**config.mk**
```make
export PLATFORM = sky130hd
export DESIGN_NAME = microwire_eeprom_master
export DESIGN_NICKNAME = d
export VERILOG_FILES = /design/src/rtl/core/mwe_pkg.sv /design/src/rtl/core/mwe_step.sv /design/src/rtl/core/microwire_eeprom_master.sv
export SDC_FILE = /design/constraint.sdc
export NUM_CORES = 1
export LEC_CHECK = 0
export ABC_AREA = 1
export BUFFER_PORTS_ARGS = -buffer_cell sky130_fd_sc_hd__buf_2
export CAP_MARGIN = 20
export CORE_MARGIN = 1
export CORE_UTILIZATION = 27
export DETAILED_ROUTE_END_ITERATION = 12
export PLACE_DENSITY = 0.48
export SYNTH_ARGS = -nofsm -noshare
export SYNTH_HDL_FRONTEND = slang
export SYNTH_SLANG_ARGS = --single-unit
export TNS_END_PERCENT = 30
```
**constraint.sdc**
```tcl
create_clock -name clk -period 10.3 [get_ports clk]
set_clock_uncertainty 0.2 [all_clocks]
set_input_delay 1.03 -clock clk [delete_from_list [all_inputs] [get_ports clk]]
set_output_delay 1.03 -clock clk [all_outputs]
set_load 0.01 [all_outputs]
```
**src/rtl/core/mwe_pkg.sv**
```systemverilog
`default_nettype none

package mwe_pkg;

  localparam int WORD_W = 16;
  localparam int CNT_W  = 4;

  localparam logic [2:0] OP_TICK      = 3'd0;
  localparam logic [2:0] OP_READ      = 3'd1;
  localparam logic [2:0] OP_WRITE     = 3'd2;
  localparam logic [2:0] OP_ERASE_ALL = 3'd3;
  localparam logic [2:0] OP_ENABLE    = 3'd4;
  localparam logic [2:0] OP_DISABLE   = 3'd5;

  localparam logic [1:0] ST_OK      = 2'd0;
  localparam logic [1:0] ST_TIMEOUT = 2'd1;
  localparam logic [1:0] ST_REJECT  = 2'd2;

  localparam logic [15:0] POLL_LIMIT_RST = 16'd6000;

  typedef enum logic [3:0] {
    PH_IDLE     = 4'd0,
    PH_RST_HI   = 4'd1,
    PH_RST_LO   = 4'd2,
    PH_CMD_LO   = 4'd3,
    PH_CMD_HI   = 4'd4,
    PH_RD_LO    = 4'd5,
    PH_RD_HI    = 4'd6,
    PH_WR_LO    = 4'd7,
    PH_WR_HI    = 4'd8,
    PH_WR_DESEL = 4'd9,
    PH_POLL     = 4'd10
  } phase_t;

  // sequencer state carried from item to item
  typedef struct packed {
    phase_t              phase;
    logic [CNT_W-1:0]    bit_cnt;
    logic [WORD_W-1:0]   shift_word;
    logic [2:0]          pend_cmd;
    logic [WORD_W-1:0]   poll_cnt;
    logic [WORD_W-1:0]   asm_word;
    logic [WORD_W-1:0]   write_hold;
  } mwe_state_t;

  // one result item
  typedef struct packed {
    logic                cs;
    logic                sclk;
    logic                dout;
    logic                busy;
    logic [WORD_W-1:0]   read_word;
    logic                done;
    logic [1:0]          status;
  } mwe_res_t;

endpackage

`default_nettype wire

```
**src/rtl/core/mwe_step.sv**
```systemverilog
`default_nettype none

module mwe_step
  import mwe_pkg::*;
#(
  parameter int COMMAND_BITS = 11,
  parameter int DATA_BITS    = 16,
  parameter int ADDRESS_BITS = 7
) (
  input  wire mwe_state_t        st,
  input  wire logic [2:0]        opcode,
  input  wire logic [6:0]        word_address,
  input  wire logic [WORD_W-1:0] write_data,
  input  wire logic              data_in_pin,
  input  wire logic [WORD_W-1:0] poll_limit,
  output mwe_state_t             st_nxt,
  output mwe_res_t               res
);

  localparam int FIELD_BITS = COMMAND_BITS - 3;

  localparam logic [WORD_W-1:0] FRM_START  = WORD_W'(1 << (COMMAND_BITS - 1));
  localparam logic [WORD_W-1:0] FRM_RD_OP  = WORD_W'(2 << FIELD_BITS);
  localparam logic [WORD_W-1:0] FRM_WR_OP  = WORD_W'(1 << FIELD_BITS);
  localparam logic [WORD_W-1:0] FLD_ENABLE = WORD_W'(3 << (FIELD_BITS - 2));
  localparam logic [WORD_W-1:0] FLD_ERASE  = WORD_W'(2 << (FIELD_BITS - 2));
  localparam logic [WORD_W-1:0] FIELD_MASK = WORD_W'((1 << FIELD_BITS) - 1);
  localparam logic [WORD_W-1:0] DATA_MASK  = WORD_W'((1 << DATA_BITS) - 1);
  localparam logic [6:0]        ADDR_MASK  = 7'((1 << ADDRESS_BITS) - 1);
  localparam logic [CNT_W-1:0]  CMD_LAST   = CNT_W'(COMMAND_BITS - 1);
  localparam logic [CNT_W-1:0]  DATA_LAST  = CNT_W'(DATA_BITS - 1);

  logic              is_cmd;
  logic              start;
  logic              rejected;
  mwe_state_t        eff;
  logic [WORD_W-1:0] addr_word;
  logic [WORD_W-1:0] frame;
  logic [WORD_W-1:0] field;
  logic [WORD_W-1:0] limit;
  logic [WORD_W-1:0] poll_inc;
  logic              poll_expire;
  logic [WORD_W-1:0] rd_shift;

  // command decode and frame build
  always_comb begin
    is_cmd    = opcode inside {[OP_READ:OP_DISABLE]};
    start     = (st.phase == PH_IDLE) && is_cmd;
    rejected  = (st.phase != PH_IDLE) && is_cmd;
    addr_word = {9'd0, word_address & ADDR_MASK};
    frame     = FRM_START;
    field     = '0;
    case (opcode)
      OP_READ: begin
        frame = FRM_START | FRM_RD_OP;
        field = addr_word;
      end
      OP_WRITE: begin
        frame = FRM_START | FRM_WR_OP;
        field = addr_word;
      end
      OP_ENABLE:    field = FLD_ENABLE;
      OP_ERASE_ALL: field = FLD_ERASE;
      default:      field = '0;
    endcase
    frame = frame | (field & FIELD_MASK);

    eff = st;
    if (start) begin
      eff.phase      = PH_RST_HI;
      eff.pend_cmd   = opcode;
      eff.shift_word = frame;
      eff.write_hold = write_data & DATA_MASK;
      eff.bit_cnt    = CMD_LAST;
      eff.poll_cnt   = '0;
    end
  end

  always_comb begin
    limit       = (poll_limit == '0) ? WORD_W'(1) : poll_limit;
    poll_inc    = eff.poll_cnt + WORD_W'(1);
    poll_expire = (poll_inc >= limit) || (poll_inc == '0);
    rd_shift    = {eff.shift_word[WORD_W-2:0], data_in_pin};
  end

  // next state
  always_comb begin
    st_nxt = eff;
    case (eff.phase)
      PH_IDLE:   st_nxt.phase = PH_IDLE;
      PH_RST_HI: st_nxt.phase = PH_RST_LO;
      PH_RST_LO: st_nxt.phase = PH_CMD_LO;
      PH_CMD_LO: st_nxt.phase = PH_CMD_HI;
      PH_CMD_HI: begin
        if (eff.bit_cnt != '0) begin
          st_nxt.bit_cnt = eff.bit_cnt - CNT_W'(1);
          st_nxt.phase   = PH_CMD_LO;
        end else if (eff.pend_cmd == OP_READ) begin
          st_nxt.bit_cnt    = DATA_LAST;
          st_nxt.shift_word = '0;
          st_nxt.phase      = PH_RD_LO;
        end else if (eff.pend_cmd == OP_WRITE) begin
          st_nxt.bit_cnt    = DATA_LAST;
          st_nxt.shift_word = eff.write_hold;
          st_nxt.phase      = PH_WR_LO;
        end else begin
          st_nxt.phase = PH_IDLE;
        end
      end
      PH_RD_LO: st_nxt.phase = PH_RD_HI;
      PH_RD_HI: begin
        st_nxt.shift_word = rd_shift;
        if (eff.bit_cnt != '0) begin
          st_nxt.bit_cnt = eff.bit_cnt - CNT_W'(1);
          st_nxt.phase   = PH_RD_LO;
        end else begin
          st_nxt.asm_word = rd_shift & DATA_MASK;
          st_nxt.phase    = PH_IDLE;
        end
      end
      PH_WR_LO: st_nxt.phase = PH_WR_HI;
      PH_WR_HI: begin
        if (eff.bit_cnt != '0) begin
          st_nxt.bit_cnt = eff.bit_cnt - CNT_W'(1);
          st_nxt.phase   = PH_WR_LO;
        end else begin
          st_nxt.phase = PH_WR_DESEL;
        end
      end
      PH_WR_DESEL: begin
        st_nxt.poll_cnt = '0;
        st_nxt.phase    = PH_POLL;
      end
      PH_POLL: begin
        if (data_in_pin) begin
          st_nxt.phase = PH_IDLE;
        end else begin
          st_nxt.poll_cnt = poll_inc;
          if (poll_expire) begin
            st_nxt.phase = PH_IDLE;
          end
        end
      end
      default: st_nxt.phase = PH_IDLE;
    endcase
  end

  // pin levels and completion
  always_comb begin
    res           = '0;
    res.read_word = st_nxt.asm_word;
    res.busy      = (st_nxt.phase != PH_IDLE);
    case (eff.phase)
      PH_RST_HI: res.sclk = 1'b1;
      PH_CMD_LO, PH_WR_LO: begin
        res.cs   = 1'b1;
        res.dout = eff.shift_word[eff.bit_cnt];
      end
      PH_CMD_HI: begin
        res.cs   = 1'b1;
        res.sclk = 1'b1;
        res.dout = eff.shift_word[eff.bit_cnt];
        res.done = (eff.bit_cnt == '0) && (eff.pend_cmd != OP_READ)
                   && (eff.pend_cmd != OP_WRITE);
      end
      PH_WR_HI: begin
        res.cs   = 1'b1;
        res.sclk = 1'b1;
        res.dout = eff.shift_word[eff.bit_cnt];
      end
      PH_RD_LO: res.cs = 1'b1;
      PH_RD_HI: begin
        res.cs   = 1'b1;
        res.sclk = 1'b1;
        res.done = (eff.bit_cnt == '0);
      end
      PH_POLL: begin
        res.cs   = 1'b1;
        res.done = data_in_pin || poll_expire;
        if (!data_in_pin && poll_expire) begin
          res.status = ST_TIMEOUT;
        end
      end
      default: res.cs = 1'b0;
    endcase
    if (rejected && !res.done) begin
      res.status = ST_REJECT;
    end
  end

endmodule

`default_nettype wire

```
**src/rtl/core/microwire_eeprom_master.sv**
```systemverilog
// Channel  Direction  Handshake              Payload
// in       input      in_valid / in_ready    opcode, word_address, write_data, data_in_pin
// out      output     out_valid / out_ready  pin levels, busy_res, read_word, finished, status
// cfg      input      cfg_wr_en              poll_limit (cfg_wr_data)
//
// One item per clock while out_ready holds; path: input register, then result register.
// Each item is one pin-phase tick; the sequencer state steps once per item in one pass.
// rst_n is synchronous, active low: sequencer idle, poll_limit back to 6000.
// A stalled result holds in the output register while one more item waits in the
// input register; in_ready drops only when both are full and out_ready is low.
`default_nettype none

module microwire_eeprom_master
  import mwe_pkg::*;
#(
  parameter int COMMAND_BITS = 11,
  parameter int DATA_BITS    = 16,
  parameter int ADDRESS_BITS = 7
) (
  input  wire logic              clk,
  input  wire logic              rst_n,
  // input items
  input  wire logic              in_valid,
  output logic                   in_ready,
  input  wire logic [2:0]        in_opcode,
  input  wire logic [6:0]        in_word_address,
  input  wire logic [WORD_W-1:0] in_write_data,
  input  wire logic              in_data_in_pin,
  // result items
  output logic                   out_valid,
  input  wire logic              out_ready,
  output logic                   out_chip_select,
  output logic                   out_serial_clock,
  output logic                   out_data_out_pin,
  output logic                   out_busy_res,
  output logic [WORD_W-1:0]      out_read_word,
  output logic                   out_finished,
  output logic [1:0]             out_status,
  // configuration
  input  wire logic              cfg_wr_en,
  input  wire logic [WORD_W-1:0] cfg_wr_data
);

  // input register
  logic              s1_vld_r;
  logic [2:0]        s1_op_r;
  logic [6:0]        s1_addr_r;
  logic [WORD_W-1:0] s1_wdata_r;
  logic              s1_din_r;

  // sequencer state, config and result register
  mwe_state_t        st_r;
  mwe_state_t        st_nxt;
  logic [WORD_W-1:0] poll_limit_r;
  logic              out_vld_r;
  mwe_res_t          res_r;
  mwe_res_t          res_nxt;

  logic              adv;

  // item in the input register moves on when the result slot frees up
  assign adv      = s1_vld_r && (!out_vld_r || out_ready);
  assign in_ready = !s1_vld_r || adv;

  always_ff @(posedge clk) begin
    if (!rst_n) begin
      s1_vld_r <= 1'b0;
    end else if (in_ready) begin
      s1_vld_r <= in_valid;
    end
  end

  always_ff @(posedge clk) begin
    if (in_valid && in_ready) begin
      s1_op_r    <= in_opcode;
      s1_addr_r  <= in_word_address;
      s1_wdata_r <= in_write_data;
      s1_din_r   <= in_data_in_pin;
    end
  end

  always_ff @(posedge clk) begin
    if (!rst_n) begin
      poll_limit_r <= POLL_LIMIT_RST;
    end else if (cfg_wr_en) begin
      poll_limit_r <= cfg_wr_data;
    end
  end

  mwe_step #(
    .COMMAND_BITS (COMMAND_BITS),
    .DATA_BITS    (DATA_BITS),
    .ADDRESS_BITS (ADDRESS_BITS)
  ) u_step (
    .st           (st_r),
    .opcode       (s1_op_r),
    .word_address (s1_addr_r),
    .write_data   (s1_wdata_r),
    .data_in_pin  (s1_din_r),
    .poll_limit   (poll_limit_r),
    .st_nxt       (st_nxt),
    .res          (res_nxt)
  );

  // state steps exactly once per item, as it enters the result register
  always_ff @(posedge clk) begin
    if (!rst_n) begin
      st_r <= '{phase: PH_IDLE, default: '0};
    end else if (adv) begin
      st_r <= st_nxt;
    end
  end

  always_ff @(posedge clk) begin
    if (!rst_n) begin
      out_vld_r <= 1'b0;
    end else if (adv) begin
      out_vld_r <= 1'b1;
    end else if (out_ready) begin
      out_vld_r <= 1'b0;
    end
  end

  always_ff @(posedge clk) begin
    if (adv) begin
      res_r <= res_nxt;
    end
  end

  assign out_valid        = out_vld_r;
  assign out_chip_select  = res_r.cs;
  assign out_serial_clock = res_r.sclk;
  assign out_data_out_pin = res_r.dout;
  assign out_busy_res     = res_r.busy;
  assign out_read_word    = res_r.read_word;
  assign out_finished     = res_r.done;
  assign out_status       = res_r.status;

  // a completing item leaves the sequencer idle
  a_done_idle: assert property (@(posedge clk) disable iff (!rst_n)
    adv && res_nxt.done |=> st_r.phase == PH_IDLE)
    else $error("sequencer not idle after completion");

  // busy flag in the result matches the state it left behind
  a_busy_state: assert property (@(posedge clk) disable iff (!rst_n)
    adv |=> out_busy_res == (st_r.phase != PH_IDLE))
    else $error("busy_res disagrees with sequencer state");

  // input side stalls only when both registers are full and the output is held
  a_stall_cause: assert property (@(posedge clk) disable iff (!rst_n)
    !in_ready |-> s1_vld_r && out_vld_r && !out_ready)
    else $error("in_ready low without a full pipeline");

  // a timeout is only ever reported on a completing item
  a_timeout_done: assert property (@(posedge clk) disable iff (!rst_n)
    out_valid && (out_status == ST_TIMEOUT) |-> out_finished)
    else $error("timeout status without completion");

endmodule

`default_nettype wire

```
==> impl_metrics.toml, run 1 <==
[synth]
synth-xor-area-share_pct = 0.228
synthArstFlopShare_pct = 0
yosys_warnings = 0
ys.flop_type = "dfxtp_1"
synth_area_um2 = 7680
ys_ff_latch = 143
ys_types = 44
seq_area_frac_synth_pct = 43.8
syn-num-nets = 1064
synthMuxAreaShare_pct = 1.96
synth_edf_count = 50
syn_inst = 997
synth_compound_area_share_pct = 20.9
synth_fa_ha_area_share_pct = 3.10
syn_avg_cell_area_um2 = 7.70
synthSimpleGateAreaFrac_pct = 18.4
synth_top_family_by_area = "compound AO/OA/AOI/OAI gates"

[worst_setup_path]
crit_family = "simple AND/OR/NAND/NOR gates"
crit_arrival_ps = 4240
cp-end-kind = "flop"
slowest_stage = "nand2_4"
r2r_cells = 21
r2r_start = "s1_op_r[1]"
crit_chain = "inv_2 -> nand2_1 -> nand2_1 -> nand2_2 -> nand2_4 -> nand3_1 -> inv_2 -> nand2_1 -> inv_2 -> nand3_1 -> nand2_1 -> inv_1 -> ha_1 -> nand2_1 -> a21oi_1 -> a211oi_1 -> o221ai_1 -> a31oi_1 -> nand2_1 -> o21ai_2 -> nand2_2"
cp_common_cell = "nand2_1"
r2r-end = "out_finished"
path_class = "flop to flop"
crit_path_max_incr_delay_ps = 550
critPathLaunchType = "flop"
cp.required_ps = 10260
cp_max_fo = 50
path_buf_inv = 4
r2r_slack_ps = 6030

[placed_design]
post-place-ws_ps = 6010
numPortBuffers = 72
gp_congestion = 0.865
dp_hpwl_um = 14800
post-place-cells = 1411

[final_layout]
syn2layout_area_growth_pct = 16.3
layout.nets = 1119
layout.cells.non_filler = 1443
drive_above_1_share_pct = 15.0
diodes = 0

[floorplanning]
coreArea_um2 = 27900
io-pin-count = 73
rows = 61
initial_core_util_pct = 27.6
die_h_um = 171
die_w_um = 171
die_area_um2 = 29100

[min_path]
hold_class = "flop to flop"
hp-start = "poll_limit_r[8]"
holdPathStages = 2
holdPathEnd = "poll_limit_r[8]"

[sta]
worstMarginPinSlew_ps = 951
hold_viol = 0
finalMaxSlewViolations = 0
period_share_pct = 41.5
grt_setup_unrepaired = "no"
hold-worst-slack_ps = 285
max_freq_ghz = 0.234
final.setup.worst_slack_ps = 6030
slew_headroom_pct = 36.5
setup_viol_count_final = 0
fin_crit_ps = 4270
fin_tns_setup_ps = 0

[detailed_routing]
via_count = 6770
detail_route.first_pass.iterations = 5
drt-vias-per-instance = 4.69
wl_per_cell_um = 14.9
drc = 0
postRouteAntennaNets = 0
wl_um = 21400
drtIter0Drc = 516

[flow_run]
drv_cap = 0

[pwr]
power_mw = 1.50
power.density_nw_per_um2 = 168
ir_drop_mv = 0.0856
leakage_nw = 4.00

[cts]
holdBufCountCts = 0
numCtsBuffers = 17
tritoncts = "done"
clk_latency_ps = 420
htreeDepth = 4
clk_pin_slew_ps = 60
cts_buffer_depth = 2
cts_root_buf = "clkbuf_16"
cts.sinks = 143
cts_setup_buffers = 0
post_cts_resized = 0

[global_routing]
track_usage_pct = 15.2
grt_pass1_vias = 6338
antenna_found_initial = 0
grt_max_degree = 86
grt_pass1_wl_um = 34000
overflow = 0

[outcome]
status = "complete, no violations"
[cell families after synthesis]
family	Yosys count
buffers and inverters	224
and+or+nand+nor	321
adders and majority gates	19
muxes	15
DFF	143
AOI/OAI and AO/OA	273
xor gates and xnor gates	2
[worst reg2reg max path: stages (launching register included)]
cell	delay [ps]
edfxtp_1	470
inv_2	90
nand2_1	80
nand2_1	80
nand2_2	70
nand2_4	550
nand3_1	320
inv_2	190
nand2_1	100
inv_2	90
nand3_1	80
nand2_1	120
inv_1	90
ha_1	330
nand2_1	80
a21oi_1	40
a211oi_1	170
o221ai_1	140
a31oi_1	360
nand2_1	150
o21ai_2	140
nand2_2	80
[per-stage QoR]
step,utilization (%),cell area (um^2)
floorplan,-,7680
global placement,30.0,8370
detailed placement,30.0,8370
CTS,32.1,8930
global route,32.1,8930
finish,32.1,8930
[power by group]
part / internal (mW) / switching (mW) / total (mW) / leakage (nW)
logic: 0.0834 / 0.176 / 0.260 / 2.48
registers: 0.625 / 0.0187 / 0.644 / 1.25
clock network: 0.340 / 0.255 / 0.595 / 0.268
total: 1.05 / 0.450 / 1.50 / 4.00
[worst max-delay path by stage]
stage          startpoint  cells past startpoint            to  slack (ps)
3_5_place_dp   s1_op_r[1]                     21  out_finished        6010
2_1_floorplan  s1_op_r[1]                     23  out_finished        6660
5_1_grt        s1_op_r[1]                     21  out_finished        5700
3_3_place_gp   s1_op_r[1]                     21  out_finished        6100
6_report       s1_op_r[1]                     21  out_finished        6030
4_1_cts        s1_op_r[1]                     21  out_finished        6000
[layout by cell type, fill, tap and decap left out, types with 11 or more instances in the layout]
cell type,netlist,final
o211ai_1,24,24
dfxtp_1,93,93
nor2_1,47,46
buf_2,8,72
nor2_2,13,14
inv_1,166,165
o21ai_0,86,86
nand3_1,32,32
edfxtp_1,50,50
clkbuf_16,0,17
nand2_1,193,192
a221oi_1,12,12
nand4_1,13,13
o21ai_1,17,17
mux2i_1,15,15
a21oi_1,87,87
ha_1,19,19
buf_4,3,11
[layer usage]
layer	vias up	track usage (%)	wire (um)
li1	3448	-	-
met1	3185	21.1	11000
met2	114	23.7	9500
met3	23	2.45	648
met4	0	5.05	286
met5	-	0	0
[flip-flops by register name (all words and copies together) (netlist names)]
register          count
s1_din_r              1
poll_limit_r         16
s1_addr_r             7
st_r                 75
out_data_out_pin      1
out_chip_select       1
out_finished          1
out_valid             1
out_serial_clock      1
s1_wdata_r           16
s1_vld_r              1
s1_op_r               3
out_read_word        16
out_status            2
out_busy_res          1
[cells in the mapped netlist, drive strengths merged, types with 3 or more instances]
cell | count | area, um^2
nand2 | 201 | 790
inv | 175 | 657
o21ai | 107 | 551
dfxtp | 93 | 1860
a21oi | 89 | 468
nor2 | 60 | 258
edfxtp | 50 | 1500
nand3 | 39 | 230
clkbuf | 30 | 113
o211ai | 24 | 180
ha | 19 | 238
buf | 17 | 116
mux2i | 15 | 150
nand4 | 13 | 81.3
a221oi | 12 | 105
a31oi | 10 | 62.6
o22ai | 8 | 50.1
a41oi | 6 | 52.6
nor3 | 6 | 40.0
a22oi | 4 | 30.0
o221ai | 4 | 35.0
a211oi | 3 | 22.5
[cell type report]
cell class	instances	area [um^2]
tap	378	473
clock inverter	12	111
fill	3003	18900
sequential	143	3360
timing repair buffer	83	443
multi-input combinational	630	3430
inverter	177	664
clock buffer	20	447
No activity file was read; power rests on OpenSTA's default activity.
==> inputs of run 2 (changes only) <==
==> constraint.sdc (replaced) <==
create_clock -name clk -period 4.1 [get_ports clk]
set_clock_uncertainty 0.2 [all_clocks]
set_input_delay 0.41 -clock clk [delete_from_list [all_inputs] [get_ports clk]]
set_output_delay 0.41 -clock clk [all_outputs]
set_load 0.01 [all_outputs]
==> run 2 against run 1 <==
Fmax grew 13%. Via count grew 1.9%. Global-route usage grew 0.39 points. Final cell count grew 2.4%. Critical path type unchanged. Worst hold slack lost 260 ps. Sequential power grew to 2.5 times the previous value.
==> impl_metrics.toml, run 2 (synthesis gave the netlist of run 1 again) <==
[outcome]
status = "complete, no violations"

[placed_design]
dp_hpwl_um = 15200
numPortBuffers = 72
gp_congestion = 0.893
post-place-ws_ps = 316
dpl-instance-area_um2 = 8430

[global_routing]
grt_max_degree = 86
antenna_found_initial = 0
grt_pass1_vias = 6373
overflow = 0
grt_pass1_wl_um = 35000
track_usage_pct = 15.6

[final_layout]
layout_commonest_cell = "nand2_1"
diodes = 0
layout.nets = 1154
n_fill_cell = 2989
largest_register_ffs = 75
drive_above_1_share_pct = 15.2
final_area_um2 = 9300
syn2layout_area_growth_pct = 21.1
final_cell_mix = "nand2_1 (192), inv_1 (165), dfxtp_1 (93), a21oi_1 (87), o21ai_0 (86)"
regMostFlops = "st_r"

[sta]
setup_viol_count_final = 0
period_share_pct = 92.0
final.setup.worst_slack_ps = 328
finalMaxSlewViolations = 0
max_freq_ghz = 0.265
fin_crit_ps = 3770
grt_setup_unrepaired = "no"
slew_headroom_pct = 35.2
worstMarginPinSlew_ps = 962
fin_tns_setup_ps = 0
hold_viol = 0

[cts]
post_cts_resized = 0
clk_pin_slew_ps = 60
numCtsBuffers = 17
cts.sinks = 143
cts_root_buf = "clkbuf_16"
tritoncts = "done"
clk_latency_ps = 420
cts_buffer_depth = 2
htreeDepth = 4

[floorplanning]
coreArea_um2 = 27900
die_h_um = 171
io-pin-count = 73
initial_core_util_pct = 27.6
die_area_um2 = 29100
rows = 61
die_w_um = 171

[pwr]
p_sw_mw = 1.17
p_int_mw = 2.72
seqPwrFrac_pct = 41.7
power.density_nw_per_um2 = 418
clkPwrFrac_pct = 40.6
leakage_nw = 4.18
comb_power_share_pct = 17.7
ir_drop_mv = 0.203
switching_share_pct = 30.1

[worst_setup_path]
crit_arrival_ps = 3740
slowest_stage = "edfxtp_1"
crit_path_max_incr_delay_ps = 460
cp-end-kind = "flop"
path_class = "flop to flop"
crit_family = "simple AND/OR/NAND/NOR gates"
critPathLaunchType = "flop"
crit_chain = "inv_2 -> nand2_1 -> nand2_1 -> nand2_2 -> nand2_4 -> nand3_1 -> nor3_2 -> nand4_1 -> nand2_1 -> inv_1 -> ha_1 -> nand2_1 -> a21oi_1 -> a211oi_1 -> o221ai_1 -> a31oi_1 -> nand2_1 -> o21ai_2 -> nand2_2"
cp_common_cell = "nand2_1"
path_buf_inv = 2
cp_max_fo = 17
cp.required_ps = 4070

[detailed_routing]
drtIter0Drc = 484
wl_per_cell_um = 14.9
drt-vias-per-instance = 4.67
via_count = 6900
drc = 0
detail_route.first_pass.iterations = 7
wl_um = 22000
postRouteAntennaNets = 0

[flow_run]
drv_cap = 0

[min_path]
hold_class = "input port to flop"
==> run 2: path summary, 6_finish.rpt <==
check,endpoint,slack [ps],cells past startpoint,startpoint
setup / recovery,out_finished,330,19,s1_op_r[1]
setup reg to reg,out_finished,330,19,s1_op_r[1]
hold reg to reg,poll_limit_r[15],280,2,poll_limit_r[15]
hold / removal,poll_limit_r[0],20,3,cfg_wr_data[0]
==> run 2: metrics by stage <==
step / util, % / power (mW) / cells / hold slack [ps]
after floorplan: - / 2.11 / 997 / 248
after global placement: 30.3 / 2.31 / 1418 / 275
after CTS: 33.4 / 3.92 / 1478 / 9.85
final: 33.4 / 3.88 / 1478 / 20.8
after global routing: 33.4 / 4.08 / 1478 / 7.30
after detailed placement: 30.3 / 2.32 / 1418 / 272
==> run 2: final cells by class <==
| cell class | instances | area, um^2 | area share (%) |
|---|---|---|---|
| multi-input combinational | 630 | 3420 | 36.8 |
| clock inverter | 14 | 158 | 1.70 |
| tap | 378 | 473 | 5.09 |
| timing repair buffer | 118 | 788 | 8.48 |
| sequential | 143 | 3360 | 36.2 |
| clock buffer | 18 | 429 | 4.61 |
| inverter | 177 | 664 | 7.14 |
==> run 2: repair_timing <==
item	in CTS	in global routing
hold buffers	28	0
endpoints found under the hold margin	28	0
endpoints found under the setup margin	0	0
buffers inserted	0	0
==> run 2: worst reg2reg max path: cells and delay by family (launching register included) <==
family	cells	cell delay, ps
fa+ha+maj	1	310
buf+inv	2	170
flops	1	460
compound gates	5	930
simple gates	11	1450
==> run 2: layer usage <==
metal | track usage, % | wire (um) | vias to the layer above
met5 | 0 | 0 | -
met4 | 5.68 | 481 | 0
li1 | - | - | 3515
met2 | 23.3 | 9600 | 169
met3 | 2.48 | 906 | 39
met1 | 22.3 | 11000 | 3177
==> run 2: power groups by stage <==
stage / sequential, mW / clock, mW / combinational, mW
after global routing: 1.63 / 1.68 / 0.772
after CTS: 1.62 / 1.61 / 0.690
after detailed placement: 1.65 / 0 / 0.667
after global placement: 1.65 / 0 / 0.664
final: 1.62 / 1.58 / 0.687
after floorplan: 1.64 / 0 / 0.471
